<file path="config.mk">
export PLATFORM = sky130hd
export DESIGN_NAME = sorted_priority_job_queue_core
export DESIGN_NICKNAME = d
export VERILOG_FILES = /design/src/spjq_pkg.sv /design/src/sorted_priority_job_queue_core.sv /design/src/spjq_front.sv /design/src/spjq_queue.sv /design/src/spjq_back.sv
export SDC_FILE = /design/constraint.sdc
export NUM_CORES = 1
export LEC_CHECK = 0
export BUFFER_PORTS_ARGS = -buffer_cell sky130_fd_sc_hd__buf_4
export CAP_MARGIN = 20
export CORE_ASPECT_RATIO = 1.75
export CORE_MARGIN = 2
export CORE_UTILIZATION = 52
export CTS_BUF_LIST = sky130_fd_sc_hd__clkbuf_16
export DETAILED_ROUTE_END_ITERATION = 8
export GPL_ROUTABILITY_DRIVEN = 1
export GPL_TIMING_DRIVEN = 0
export PLACE_DENSITY = 0.69
export SLEW_MARGIN = 20
export SYNTH_ARGS = -nofsm -noshare
export SYNTH_HDL_FRONTEND = slang
export SYNTH_SLANG_ARGS = --single-unit
</file>
<file path="constraint.sdc">
create_clock -name clk -period 5.7 [get_ports clk]
set_clock_uncertainty 0.15 [all_clocks]
set_input_delay 0.855 -clock clk [delete_from_list [all_inputs] [get_ports clk]]
set_output_delay 0.855 -clock clk [all_outputs]
set_load 0.03 [all_outputs]
</file>
<file path="src/spjq_pkg.sv">
`timescale 1ns / 1ps
package spjq_pkg;

	localparam int ID_W  = 16;
	localparam int PRI_W = 8;
	localparam int CMD_W = 2;
	localparam int ST_W  = 2;

	localparam logic [CMD_W-1:0] CMD_INSERT = 2'd0;
	localparam logic [CMD_W-1:0] CMD_REMOVE = 2'd1;
	localparam logic [CMD_W-1:0] CMD_LIST   = 2'd2;

	localparam logic [ST_W-1:0] ST_OK    = 2'd0;
	localparam logic [ST_W-1:0] ST_FULL  = 2'd1;
	localparam logic [ST_W-1:0] ST_EMPTY = 2'd2;

	localparam int QUEUE_DEPTH = 2;
	localparam int QPTR_W      = $clog2(QUEUE_DEPTH);
	localparam int QLVL_W      = $clog2(QUEUE_DEPTH + 1);

	typedef enum logic [1:0] {
		OP_INSERT,
		OP_REMOVE,
		OP_LIST
	} op_code_t;

	typedef struct packed {
		op_code_t           code;
		logic [ID_W-1:0]    id;
		logic [PRI_W-1:0]   pri;
	} op_t;

endpackage

</file>
<file path="src/sorted_priority_job_queue_core.sv">
`timescale 1ns / 1ps
// Path: an input transfer passes the input register, the op queue and the result register
// on its way to its first result, and waits longer while the op queue holds earlier work.
// Ops: insert and remove each update the sorted register array as the op is taken;
// a listing returns one result per held job, paced by the back end's list counter.
// Reset: arst_n clears the job count, queue pointers and valid flags at once;
// job contents are undefined until written and never read before that.
module sorted_priority_job_queue_core #(
	parameter int DEPTH = 8
) (
	input  logic                        clk,
	input  logic                        arst_n,
	input  logic                        in_valid,
	output logic                        in_stall,
	input  logic [spjq_pkg::CMD_W-1:0]  cmd,
	input  logic [spjq_pkg::ID_W-1:0]   job_id,
	input  logic [spjq_pkg::PRI_W-1:0]  job_priority,
	output logic                        out_valid,
	input  logic                        out_stall,
	output logic [spjq_pkg::ID_W-1:0]   out_id,
	output logic [spjq_pkg::PRI_W-1:0]  out_priority,
	output logic [spjq_pkg::ST_W-1:0]   status,
	output logic                        last
);
	import spjq_pkg::*;

	logic push_valid;
	logic push_ready;
	op_t  push_op;
	logic pop_valid;
	logic pop;
	op_t  pop_op;

	spjq_front u_front (
		.clk          (clk),
		.arst_n       (arst_n),
		.in_valid     (in_valid),
		.in_stall     (in_stall),
		.cmd          (cmd),
		.job_id       (job_id),
		.job_priority (job_priority),
		.push_valid   (push_valid),
		.push_ready   (push_ready),
		.push_op      (push_op)
	);

	spjq_queue u_queue (
		.clk        (clk),
		.arst_n     (arst_n),
		.push_valid (push_valid),
		.push_ready (push_ready),
		.push_op    (push_op),
		.pop_valid  (pop_valid),
		.pop        (pop),
		.pop_op     (pop_op)
	);

	spjq_back #(
		.DEPTH (DEPTH)
	) u_back (
		.clk          (clk),
		.arst_n       (arst_n),
		.op_valid     (pop_valid),
		.op           (pop_op),
		.op_pop       (pop),
		.out_valid    (out_valid),
		.out_stall    (out_stall),
		.out_id       (out_id),
		.out_priority (out_priority),
		.status       (status),
		.last         (last)
	);

	a_status_code: assert property (@(posedge clk) disable iff (!arst_n)
		out_valid |-> (status == ST_OK || status == ST_FULL || status == ST_EMPTY))
		else $error("undefined status code on result");

	a_error_result: assert property (@(posedge clk) disable iff (!arst_n)
		out_valid && (status != ST_OK) |-> last && (out_id == '0) && (out_priority == '0))
		else $error("error result carries job data or is not final");

	a_pop_needs_data: assert property (@(posedge clk) disable iff (!arst_n)
		pop |-> pop_valid)
		else $error("back end took an op from an empty queue");

endmodule

</file>
<file path="src/spjq_front.sv">
`timescale 1ns / 1ps
module spjq_front (
	input  logic                      clk,
	input  logic                      arst_n,
	input  logic                      in_valid,
	output logic                      in_stall,
	input  logic [spjq_pkg::CMD_W-1:0] cmd,
	input  logic [spjq_pkg::ID_W-1:0]  job_id,
	input  logic [spjq_pkg::PRI_W-1:0] job_priority,
	output logic                      push_valid,
	input  logic                      push_ready,
	output spjq_pkg::op_t             push_op
);
	import spjq_pkg::*;

	logic                 valid_s1;
	logic [CMD_W-1:0]     cmd_s1;
	logic [ID_W-1:0]      id_s1;
	logic [PRI_W-1:0]     pri_s1;
	logic                 is_op;
	logic                 accept;
	op_code_t             code;

	// unused command code is dropped here, it has no effect and no result
	assign is_op      = (cmd_s1 == CMD_INSERT) || (cmd_s1 == CMD_REMOVE) || (cmd_s1 == CMD_LIST);
	assign push_valid = valid_s1 && is_op;
	assign in_stall   = push_valid && !push_ready;
	assign accept     = in_valid && !in_stall;

	always_comb begin
		case (cmd_s1)
			CMD_INSERT: code = OP_INSERT;
			CMD_REMOVE: code = OP_REMOVE;
			default:    code = OP_LIST;
		endcase
	end

	assign push_op = '{code: code, id: id_s1, pri: pri_s1};

	always_ff @(posedge clk or negedge arst_n) begin
		if (!arst_n) begin
			valid_s1 <= 1'b0;
		end else if (accept) begin
			valid_s1 <= 1'b1;
		end else if (!in_stall) begin
			valid_s1 <= 1'b0;
		end
	end

	always_ff @(posedge clk) begin
		if (accept) begin
			cmd_s1 <= cmd;
			id_s1  <= job_id;
			pri_s1 <= job_priority;
		end
	end

endmodule

</file>
<file path="src/spjq_queue.sv">
`timescale 1ns / 1ps
module spjq_queue (
	input  logic          clk,
	input  logic          arst_n,
	input  logic          push_valid,
	output logic          push_ready,
	input  spjq_pkg::op_t push_op,
	output logic          pop_valid,
	input  logic          pop,
	output spjq_pkg::op_t pop_op
);
	import spjq_pkg::*;

	op_t                 mem_q [QUEUE_DEPTH];
	logic [QPTR_W-1:0]   wr_ptr_q;
	logic [QPTR_W-1:0]   rd_ptr_q;
	logic [QLVL_W-1:0]   level_q;
	logic                do_push;
	logic                do_pop;

	assign push_ready = (level_q != QLVL_W'(QUEUE_DEPTH));
	assign pop_valid  = (level_q != '0);
	assign pop_op     = mem_q[rd_ptr_q];
	assign do_push    = push_valid && push_ready;
	assign do_pop     = pop && pop_valid;

	always_ff @(posedge clk or negedge arst_n) begin
		if (!arst_n) begin
			wr_ptr_q <= '0;
			rd_ptr_q <= '0;
			level_q  <= '0;
		end else begin
			if (do_push) begin
				wr_ptr_q <= (wr_ptr_q == QPTR_W'(QUEUE_DEPTH - 1)) ? '0 : wr_ptr_q + 1'b1;
			end
			if (do_pop) begin
				rd_ptr_q <= (rd_ptr_q == QPTR_W'(QUEUE_DEPTH - 1)) ? '0 : rd_ptr_q + 1'b1;
			end
			if (do_push && !do_pop) begin
				level_q <= level_q + 1'b1;
			end else if (do_pop && !do_push) begin
				level_q <= level_q - 1'b1;
			end
		end
	end

	always_ff @(posedge clk) begin
		if (do_push) begin
			mem_q[wr_ptr_q] <= push_op;
		end
	end

endmodule

</file>
<file path="src/spjq_back.sv">
`timescale 1ns / 1ps
module spjq_back #(
	parameter int DEPTH = 8
) (
	input  logic                        clk,
	input  logic                        arst_n,
	input  logic                        op_valid,
	input  spjq_pkg::op_t               op,
	output logic                        op_pop,
	output logic                        out_valid,
	input  logic                        out_stall,
	output logic [spjq_pkg::ID_W-1:0]   out_id,
	output logic [spjq_pkg::PRI_W-1:0]  out_priority,
	output logic [spjq_pkg::ST_W-1:0]   status,
	output logic                        last
);
	import spjq_pkg::*;

	localparam int CW = $clog2(DEPTH + 1);
	localparam int IW = $clog2(DEPTH);

	logic [ID_W-1:0]  ids_q  [DEPTH];
	logic [PRI_W-1:0] pris_q [DEPTH];
	logic [ID_W-1:0]  ids_d  [DEPTH];
	logic [PRI_W-1:0] pris_d [DEPTH];
	logic [DEPTH-1:0] gt;
	logic [CW-1:0]    count_q;
	logic [IW-1:0]    list_idx_q;
	logic             out_valid_q;
	logic [ID_W-1:0]  out_id_q;
	logic [PRI_W-1:0] out_pri_q;
	logic [ST_W-1:0]  status_q;
	logic             last_q;
	logic             fire;
	logic             full;
	logic             empty;
	logic             list_last;
	logic             do_insert;
	logic             do_remove;
	logic             shift_k;
	logic             place_k;

	assign fire      = op_valid && (!out_valid_q || !out_stall);
	assign full      = (count_q == CW'(DEPTH));
	assign empty     = (count_q == '0);
	assign list_last = ((CW'(list_idx_q) + CW'(1)) == count_q);
	assign do_insert = fire && (op.code == OP_INSERT) && !full;
	assign do_remove = fire && (op.code == OP_REMOVE) && !empty;
	// a listing holds its op at the queue head until its final transfer
	assign op_pop    = fire && ((op.code != OP_LIST) || empty || list_last);

	// each held entry compares against the new priority; strict compare keeps
	// equal priorities in arrival order
	always_comb begin
		for (int k = 0; k < DEPTH; k++) begin
			gt[k] = (CW'(k) < count_q) && (pris_q[k] > op.pri);
		end
	end

	always_comb begin
		for (int k = 0; k < DEPTH; k++) begin
			ids_d[k]  = ids_q[k];
			pris_d[k] = pris_q[k];
			shift_k   = 1'b0;
			place_k   = 1'b0;
			if (do_insert) begin
				shift_k = (k > 0) ? gt[(k > 0) ? k - 1 : 0] : 1'b0;
				place_k = !shift_k && (gt[k] || (CW'(k) == count_q));
				if (shift_k) begin
					ids_d[k]  = ids_q[(k > 0) ? k - 1 : 0];
					pris_d[k] = pris_q[(k > 0) ? k - 1 : 0];
				end else if (place_k) begin
					ids_d[k]  = op.id;
					pris_d[k] = op.pri;
				end
			end else if (do_remove && (k < DEPTH - 1)) begin
				ids_d[k]  = ids_q[(k < DEPTH - 1) ? k + 1 : k];
				pris_d[k] = pris_q[(k < DEPTH - 1) ? k + 1 : k];
			end
		end
	end

	always_ff @(posedge clk) begin
		for (int k = 0; k < DEPTH; k++) begin
			ids_q[k]  <= ids_d[k];
			pris_q[k] <= pris_d[k];
		end
	end

	always_ff @(posedge clk or negedge arst_n) begin
		if (!arst_n) begin
			count_q     <= '0;
			list_idx_q  <= '0;
			out_valid_q <= 1'b0;
		end else begin
			if (do_insert) begin
				count_q <= count_q + 1'b1;
			end else if (do_remove) begin
				count_q <= count_q - 1'b1;
			end
			if (fire && (op.code == OP_LIST) && !empty) begin
				list_idx_q <= list_last ? '0 : list_idx_q + 1'b1;
			end
			if (fire) begin
				out_valid_q <= 1'b1;
			end else if (!out_stall) begin
				out_valid_q <= 1'b0;
			end
		end
	end

	always_ff @(posedge clk) begin
		if (fire) begin
			out_id_q  <= '0;
			out_pri_q <= '0;
			status_q  <= ST_OK;
			last_q    <= 1'b1;
			case (op.code)
				OP_INSERT: begin
					if (full) begin
						status_q <= ST_FULL;
					end
				end
				OP_REMOVE: begin
					if (empty) begin
						status_q <= ST_EMPTY;
					end else begin
						out_id_q  <= ids_q[0];
						out_pri_q <= pris_q[0];
					end
				end
				OP_LIST: begin
					if (empty) begin
						status_q <= ST_EMPTY;
					end else begin
						out_id_q  <= ids_q[list_idx_q];
						out_pri_q <= pris_q[list_idx_q];
						last_q    <= list_last;
					end
				end
				default: begin
					status_q <= ST_OK;
				end
			endcase
		end
	end

	assign out_valid    = out_valid_q;
	assign out_id       = out_id_q;
	assign out_priority = out_pri_q;
	assign status       = status_q;
	assign last         = last_q;

endmodule
</file>
==> reports/qor.yml, run 1 <==
area_growth_pct: 12.8
cp.required_ns: 5.88
drtIter0Drc: 1350
fin_util: 0.597
pwr-share-clk: 0.139
async_flop_share: 0.0419
rrSetupSlack_ns: 0.51
min_from: "u_front.id_s1[10]$_DFFE_PP_"
route.vias.total: 12640
start_util: 0.530
ir_drop_v: 0.000331
postSynthAreaPerCell_um2: 13.0
cts_buffers: 29
hp-class: "flop to flop"
ant_nets: 0
drt-wirelength-per-cell_um: 29.8
totalWireLength_mm: 55.0
seq_power_share: 0.347
yosysTopAreaCell: "edfxtp_1"
cts-root-buf: "clkbuf_16"
diodes: 0
power.leakage_uw: 0.00709
setup_viol: 0
worstReg2RegEnd: "u_back.pris_q[1][0]$_DFFE_PP_"
r2r_cells: 13
die_w_um: 141
antenna_found_initial: 0
crit_path_start_kind: "flop"
clkSlewWorstSetupHoldPaths_ns: 0.07
synthCells: 1319
power_density_nw_per_um2: 657
synth_area_leaders: "edfxtp_1 (52%), a221o_1 (6.6%), mux4_2 (6.3%)"
drive_above_1_share: 0.193
grt_usage: 0.320
syn-cell-area_um2: 17100
worst_hold_path.num_cells: 0
dieHeight_um: 244
min_to: "u_queue.mem_q[1][18]$_DFFE_PP_"
swShare: 0.433
grt-ovfl-total: 0
slew_violations: 0
gp_congestion: 0.947
portBuffers: 58
p_int_uw: 7200
final_nets: 1526
yosys_warnings: 0
synth_flop_cell: "edfxtp_1"
rsz0062_at_grt: "false"
worst_hold_slack_ns: 0.286
synthMostInstantiatedCell: "edfxtp_1"
min_period_over_period: 0.910
slew_headroom: 0.286
dpl_cell_area_um2: 18500
cts_tree: "built"
fin_setup_tns_ns: 0
cts_resized: 0
hpwlAfterDp_mm: 40.1
ys_types: 56
reg2reg_from: "u_queue.rd_ptr_q$_DFFE_PN0P_"
fin_area_um2: 19300
yosysTopAreaCellShare: 0.521
hold_violations: 0
fp-row-count: 87
pin_count: 59
switchingPower_uw: 5490
yosys_register_bits: 310
die_area_um2: 34500
cp.arrival_ns: 5.36
grt_pass1_vias: 13255
synth-edff-count: 297
cp-end-kind: "flop"
clock-sinks: 310
core_area_um2: 32300
postCtsHoldBufs: 1
cp_max_fo: 14
vias_per_cell: 6.86
drtPass1Iterations: 8
grt_max_degree: 32
min_period_ns: 5.19
outcome: "finished, final reports clean"
worstSetupPathType: "flop to flop"
cap_violations: 0
tightest_slew_ns: 1.07
timing.fmax_mhz: 193
grt_pass1_wl_mm: 81.6
clk_path_buf_depth: 3
ys_seq_area_frac: 0.540
synthTopCellsByCount: "edfxtp_1 (297), a221o_1 (113), a21oi_1 (76), nand2_1 (76), ha_1 (74)"
comb_power_share: 0.514
cts_max_level: 1
syn_nets: 1423
clk_latency_ns: 0.57
drc: 0
postCtsSetupBuffers: 0
## stage by stage
| step | power [µW] | instances | setup WS, ns |
|---|---|---|---|
| final | 12700 | 1842 | 0.515 |
| after global routing | 13300 | 1842 | 0.319 |
| after CTS | 12500 | 1842 | 0.605 |
| after detailed placement | 10800 | 1790 | 0.635 |
| after global placement | 10300 | 1777 | -1.45 |
| after floorplan | 8330 | 1319 | 0.832 |
## kinds of logic (layout without fill, tap and decap cells)
group / after synthesis / after routing / share of synthesized area
buffers and inverters: 160 / 283 / 0.0426
AO/OA/AOI/OAI: 325 / 325 / 0.150
multiplexers: 123 / 123 / 0.109
XOR/XNOR: 12 / 12 / 0.00614
flip-flops: 310 / 310 / 0.540
adder cells (fa/ha/maj): 74 / 74 / 0.0541
AND/OR/NAND/NOR: 315 / 315 / 0.0979
## worst max-delay path, cell delays in order (launching register included)
cell and delay [ns]:
dfrtp_1 0.32, buf_2 0.23, buf_2 0.29, buf_4 0.30
mux2i_2 0.84, ha_1 0.40, a21oi_1 0.16, nor2_1 0.08
a211oi_4 0.53, a21o_1 0.18, clkbuf_1 0.35, buf_2 0.38
a41oi_4 0.40, buf_8 0.30
## registers in the layout, summed over array words and instances (netlist names)
name	count
u_back.ids_q	128
u_back.pris_q	64
u_queue.mem_q	52
u_back.out_id	16
u_front.id_s1	16
u_back.out_priority	8
u_front.pri_s1	8
u_back.count_q	4
u_back.list_idx_q	3
u_back.status	2
u_front.cmd_s1	2
u_queue.level_q	2
u_back.last	1
u_back.out_valid	1
u_front.valid_s1	1
u_queue.rd_ptr_q	1
u_queue.wr_ptr_q	1
## power by group through the flow
stage          combinational (µW)  clock [µW]  sequential, µW
2_1_floorplan                4010           0            4320
3_3_place_gp                 5900           0            4440
3_5_place_dp                 6360           0            4420
4_1_cts                      6400        1780            4370
5_1_grt                      6940        1870            4450
6_report                     6530        1770            4400
## per-layer routing
layer,vias up,wire [µm],GRT usage
li1,5420,-,-
met1,6237,18400,0.350
met2,721,27400,0.545
met3,262,3280,0.0392
met4,0,5930,0.278
met5,-,0,0
## worst max-delay path by stage
stage	startpoint	endpoint	slack (ns)	cells after the start
final	u_queue.rd_ptr_q$_DFFE_PN0P_	u_back.pris_q[1][0]$_DFFE_PP_	0.51	13
after global routing	u_queue.rd_ptr_q$_DFFE_PN0P_	u_back.ids_q[1][4]$_DFFE_PP_	0.32	13
after CTS	u_queue.rd_ptr_q$_DFFE_PN0P_	u_back.ids_q[1][4]$_DFFE_PP_	0.60	13
after detailed placement	u_queue.rd_ptr_q$_DFFE_PN0P_	u_back.ids_q[1][9]$_DFFE_PP_	0.63	13
after global placement	u_queue.rd_ptr_q$_DFFE_PN0P_	u_back.ids_q[1][9]$_DFFE_PP_	-1.45	12
after floorplan	u_queue.rd_ptr_q$_DFFE_PN0P_	u_back.ids_q[6][0]$_DFFE_PP_	0.83	13
## cell usage in the layout (no fill, tap or decap), types with 7 or more instances in the layout
master and count:
a32oi_1 15, clkbuf_16 29, o21ai_0 8, a21oi_1 76
and2_1 71, nand2_1 76, nor2b_1 36, a21o_1 24
nand3_1 16, buf_16 7, buf_2 46, clkinv_1 8
a211oi_1 11, ha_1 74, buf_6 7, o211ai_1 22
xor2_1 7, mux4_2 48, edfxtp_1 297, nor2_1 42
mux2i_1 34, o221ai_1 7, clkbuf_1 49, o31ai_1 15
a221o_1 113, dfrtp_1 13, nand4_1 19, and3_1 33
mux2_2 34, buf_4 69, inv_1 55
## layout make-up
class	count	area, µm²
fillers	2592	13000
flip-flops and latches	310	9240
multi-input cells	849	7330
clock buffers	29	726
repair buffers	72	694
plain buffers	114	557
well taps	400	500
inverters	46	173
clock inverters	22	91.3
Power figures use the tool's default switching activity.
==> run 2, diff against run 1 <==
- CAP_MARGIN: 20 -> default
- SYNTH_HIERARCHICAL: default -> 1
==> reports/qor.yml, run 2 <==
outcome: "finished, final reports clean"
timing.fmax_mhz: 209
slew_violations: 0
power_density_nw_per_um2: 696
core_area_um2: 33500
cp_max_fo: 16
crit_path_start_kind: "flop"
cp-end-kind: "flop"
clk_latency_ns: 0.60
reg2reg_from: "u_queue/rd_ptr_q$_DFFE_PN0P_"
async_flop_share: 0.0419
final_nets: 1729
drive_above_1_share: 0.174
power.leakage_uw: 0.00710
largestRegisters: "u_back/ids_q: 128 flops, u_back/pris_q: 64 flops, u_queue/mem_q: 52 flops"
gp_congestion: 0.988
pin_count: 59
yosysTopAreaCell: "edfxtp_1"
worst_hold_slack_ns: 0.280
syn_nets: 1628
ant_nets: 0
route.vias.total: 13929
die_area_um2: 35400
vias_per_cell: 6.62
cp.arrival_ns: 4.94
yosys_register_bits: 310
min_period_over_period: 0.839
cts-root-buf: "clkbuf_16"
clock-sinks: 310
slew_headroom: 0.184
cts_resized: 0
largest_register_ffs: 128
synthCells: 1524
synth_flop_cell: "edfxtp_1"
start_util: 0.525
min_period_ns: 4.78
power_uw: 14000
drt-wirelength-per-cell_um: 27.3
final_common_cell: "edfxtp_1"
totalWireLength_mm: 57.4
synth_area_leaders: "edfxtp_1 (51%), mux4_2 (6.1%), ha_1 (5.3%)"
final_cell_mix: "edfxtp_1 (297), nand2_1 (135), nor2_1 (130)"
cts_buffers: 30
grt_pass1_vias: 14112
area_growth_pct: 14.3
grt_usage: 0.330
yosys_warnings: 6
worstSetupPathType: "flop to flop"
hold_violations: 0
diodes: 0
tightest_slew_ns: 1.22
hp-class: "input pin to flop"
grt-ovfl-total: 0
drtPass1Iterations: 6
hpwlAfterDp_mm: 43.8
min_from: "job_id[8]"
drtIter0Drc: 1825
cts_max_level: 1
ir_drop_v: 0.000356
ys_types: 60
cp-startpoint: "u_queue/rd_ptr_q$_DFFE_PN0P_"
fp-row-count: 89
top_register: "u_back/ids_q"
rsz0062_at_grt: "false"
grt_pass1_wl_mm: 85.5
portBuffers: 58
setup_viol: 0
clk_path_buf_depth: 3
yosysTopAreaCellShare: 0.507
die_w_um: 143
clkSlewWorstSetupHoldPaths_ns: 0.07
synthTopCellsByCount: "edfxtp_1 (297), nand2_1 (135), nor2_1 (131)"
grt_max_degree: 27
cap_violations: 0
antenna_found_initial: 0
cts_tree: "built"
ys_seq_area_frac: 0.526
dieHeight_um: 247
syn-cell-area_um2: 17600
drc: 0
synth-edff-count: 297
cp.required_ns: 5.86
postSynthAreaPerCell_um2: 11.5
synthMostInstantiatedCell: "edfxtp_1"
[run 2: cell count changes after synthesis, moves of 69 or more]
cell	previous run	this run
a221o_1	113	1
o21ai_0	8	109
a31oi_1	5	101
nor2_1	42	131
nand3_1	16	104
and2_1	73	4
[run 2: layer usage]
layer	track usage	wire length, µm
met1	0.385	20100
met2	0.560	28200
met3	0.0465	4680
met4	0.219	4360
met5	0	0
[run 2: layout make-up]
type | instances | area, µm²
repair buffers | 69 | 708
inverters | 24 | 90.1
flip-flops and latches | 310 | 9240
plain buffers | 123 | 572
multi-input cells | 1067 | 7840
clock buffers | 30 | 751
fillers | 2795 | 13400
clock inverters | 26 | 342
well taps | 455 | 569
[run 2: worst paths after layout]
kind	depth (start not counted)	slack (ns)	end
max in group asynchronous	2	4.73	u_queue/rd_ptr_q$_DFFE_PN0P_
worst max-delay path	12	0.92	u_back/ids_q[1][9]$_DFFE_PP_
worst min-delay path	1	0.28	u_front/id_s1[8]$_DFFE_PP_
min in group asynchronous	2	0.49	u_queue/wr_ptr_q$_DFFE_PN0P_
worst min register to register	0	0.30	u_queue/mem_q[1][21]$_DFFE_PP_
worst max register to register	12	0.92	u_back/ids_q[1][9]$_DFFE_PP_
[run 2: where the power goes]
group | internal (µW) | switching, µW | total (µW)
logic | 2640 | 4730 | 7380
clock network | 1250 | 959 | 2210
registers | 3760 | 638 | 4400
total | 7660 | 6330 | 14000
[run 2: kinds of logic after synthesis]
family,share of synthesized area
AO/OA/AOI/OAI,0.148
XOR/XNOR,0.00598
adder cells (fa/ha/maj),0.0526
buffers and inverters,0.0376
flip-flops,0.526
multiplexers,0.112
AND/OR/NAND/NOR,0.118
[run 2: what timing repair did]
action	in CTS	in global routing
buffers inserted	0	0
endpoints found under the hold margin	13	0
endpoints found under the setup margin	0	0
hold buffers	1	0
[run 2: worst max-delay path, cell delays in order (launching register included)]
cell	delay, ns
dfrtp_1	0.34
buf_6	0.17
buf_12	0.17
mux2_4	0.37
inv_1	0.31
ha_1	0.24
nand4_1	0.24
nand2b_1	0.26
a211oi_2	0.54
clkbuf_1	0.72
a211oi_1	0.17
a31oi_4	0.54
buf_16	0.23
[run 2: through the flow]
stage | TNS (ns) | area, µm² | worst slack (ns) | utilization | std cells
4_1_cts | 0 | 20100 | 0.965 | 0.600 | 2104
5_1_grt | 0 | 20100 | 0.814 | 0.600 | 2104
6_report | 0 | 20100 | 0.917 | 0.600 | 2104
3_5_place_dp | 0 | 19000 | 0.986 | 0.567 | 2047
2_1_floorplan | 0 | 17600 | 1.39 | - | 1524
3_3_place_gp | -105.53 | 18600 | -1.13 | 0.555 | 2037
==> run 3, diff against run 2 <==
- ABC_AREA: default -> 1
- PLACE_DENSITY: 0.69 -> 0.71
- clock period: 5.7 -> 4.1 ns (I/O delays scaled with it)
==> reports/qor.yml, run 3 <==
outcome: "finished, final reports clean"
timing.fmax_mhz: 247
cp.arrival_ns: 4.18
drt-wirelength-per-cell_um: 23.5
fp-row-count: 91
yosysTopAreaCellShare: 0.485
synthTopCellsByCount: "nand2_1 (670), nand3_1 (341), edfxtp_1 (297)"
cap_violations: 0
clock-sinks: 310
route.met3.wl_mm: 4.65
drtPass1Iterations: 6
ys_seq_area_frac: 0.502
cp_max_fo: 12
area_growth_pct: 13.7
synthMostInstantiatedCell: "nand2_1"
dieHeight_um: 253
synth_flop_cell: "edfxtp_1"
cts_max_level: 1
final_cell_mix: "nand2_1 (667), nand3_1 (341), edfxtp_1 (297)"
crit_path_start_kind: "flop"
cp.required_ns: 4.24
start_util: 0.525
fin_area_um2: 20900
cts-root-buf: "clkbuf_16"
wl_met1_mm: 23.4
synth_area_leaders: "edfxtp_1 (48%), nand2_1 (14%), nand3_1 (9.3%)"
cts_buffers: 29
fillerInstances: 3247
clk_path_buf_depth: 3
portBuffers: 58
wl_met2_mm: 32.0
hpwlAfterDp_mm: 51.0
min_from: "cmd[0]"
reg2reg_from: "u_queue/rd_ptr_q$_DFFE_PN0P_"
postSynthAreaPerCell_um2: 8.35
cp_common_cell: "nand2_1"
vias_per_cell: 5.77
grt_usage: 0.352
crit_slowest_cell: "a31oi_2"
fin_setup_tns_ns: 0
clk_latency_ns: 0.59
cp-startpoint: "u_queue/rd_ptr_q$_DFFE_PN0P_"
grt_max_degree: 27
pin_count: 59
largest_register_ffs: 128
grt-ovfl-total: 0
largestRegisters: "u_back/ids_q: 128 flops, u_back/pris_q: 64 flops, u_queue/mem_q: 52 flops"
die_w_um: 146
grt_pass1_vias: 15593
clkSlewWorstSetupHoldPaths_ns: 0.07
ys_types: 38
slew_headroom: 0.224
syn_nets: 2307
syn-cell-area_um2: 18400
drtIter0Drc: 1744
diodes: 0
cp-end-kind: "flop"
worstSetupPathType: "flop to flop"
min_period_ns: 4.05
grt_pass1_wl_mm: 95.3
synthCells: 2203
ant_nets: 0
highest_layer: "met4"
final_common_cell: "nand2_1"
path_delay_family: "buffers and inverters"
final_nets: 2425
hp-class: "input pin to flop"
setup_viol: 0
slew_violations: 0
min_period_over_period: 0.987
hold_violations: 0
worstPathCellList: "buf_6 > inv_8 > buf_6 > nand2_1 > nand2_1 > clkinvlp_4 > buf_4 > buf_4 > ha_1 > nand2_1 > nor2_1 > a31oi_2 > nand2_2 > nand3_1 > nand2_1 > clkinvlp_4 > buf_12"
drive_above_1_share: 0.117
die_area_um2: 37000
antenna_found_initial: 0
slowest_delay_ns: 0.55
drc: 0
yosysTopAreaCell: "edfxtp_1"
top_register: "u_back/ids_q"
yosys_register_bits: 310
cts_tree: "built"
yosys_warnings: 6
rsz0062_at_grt: "false"
core_area_um2: 35100
totalWireLength_mm: 65.9
gp_congestion: 1.00
synth-edff-count: 297
async_flop_share: 0.0419
dpl_cell_area_um2: 19600
tightest_slew_ns: 1.16
cp_num_buf_inv: 8
route.vias.total: 16211
fin_util: 0.597
[run 3: cell types whose count changed in the layout (fill, tap and decap cells not counted), sizes merged, moves of 26 or more]
| cell | before | now |
|---|---|---|
| a31oi | 101 | 6 |
| buf | 114 | 168 |
| inv | 27 | 233 |
| o211ai | 51 | 7 |
| mux4 | 48 | 0 |
| nand3 | 105 | 343 |
| nor2b | 34 | 0 |
| mux2 | 51 | 0 |
| o21ai | 117 | 143 |
| a21oi | 56 | 153 |
| nand2 | 135 | 683 |
| o2111ai | 48 | 0 |
| nor2 | 131 | 61 |
| clkbuf | 107 | 74 |
[run 3: area by class of cell]
type / count / area [µm²] / area share
buffer: 131 / 731 / 0.0349
tap: 465 / 582 / 0.0278
clock inverter: 24 / 290 / 0.0139
timing repair inverter: 3 / 22.5 / 0.00108
timing repair buffer: 83 / 766 / 0.0366
multi-input combinational: 1525 / 7630 / 0.365
clock buffer: 29 / 726 / 0.0347
sequential: 310 / 9240 / 0.442
inverter: 238 / 930 / 0.0444
[run 3: per-layer routing]
layer / GRT usage / vias up
met5: 0 / -
met1: 0.403 / 7449
met4: 0.248 / 0
met3: 0.0441 / 261
li1: - / 7644
met2: 0.611 / 857
[run 3: through the flow]
step	hold WS (ns)	worst slack, ns	cells
after detailed placement	0.281	-0.578	2730
after floorplan	0.169	0.0821	2203
after global placement	0.274	-1.71	2726
final	0.0500	0.0546	2808
after global routing	0.0335	0.0211	2808
after CTS	0.0341	-0.0502	2794
[run 3: kinds of logic (layout without fill, tap and decap cells)]
kind of cell             after synthesis  count (layout)  share of synthesized area
buffers and inverters                370             508                     0.0886
AND/OR/NAND/NOR                     1115            1117                      0.259
adder cells (fa/ha/maj)               74              74                     0.0503
XOR/XNOR                               9               9                    0.00428
flip-flops                           310             310                      0.502
AO/OA/AOI/OAI                        325             325                     0.0952
[run 3: what timing repair did]
item | 4_1_cts | 5_1_grt
hold buffers | 1 | 0
endpoints found under the hold margin | 13 | 0
resized for setup | 16 | 9
pin swaps | 0 | 4
cloned | 5 | 0
endpoints found under the setup margin | 188 | 186
buffers inserted | 6 | 14
[run 3: path summary, 6_finish.rpt]
| path | to | slack (ns) | cells after the start |
|---|---|---|---|
| max | u_back/ids_q[4][12]$_DFFE_PP_ | 0.05 | 17 |
| min | u_front/cmd_s1[0]$_DFFE_PP_ | 0.05 | 1 |
| max reg2reg | u_back/ids_q[4][12]$_DFFE_PP_ | 0.05 | 17 |
| min reg2reg | u_queue/mem_q[0][9]$_DFFE_PP_ | 0.29 | 0 |
| max in group asynchronous | u_back/list_idx_q[1]$_DFFE_PN0P_ | 3.36 | 2 |
| min in group asynchronous | u_queue/level_q[1]$_DFFE_PN0P_ | 0.26 | 2 |
Power of run 3 is not shown: default switching activity piles up to over one toggle a cycle in this logic, so the estimate is an artifact.
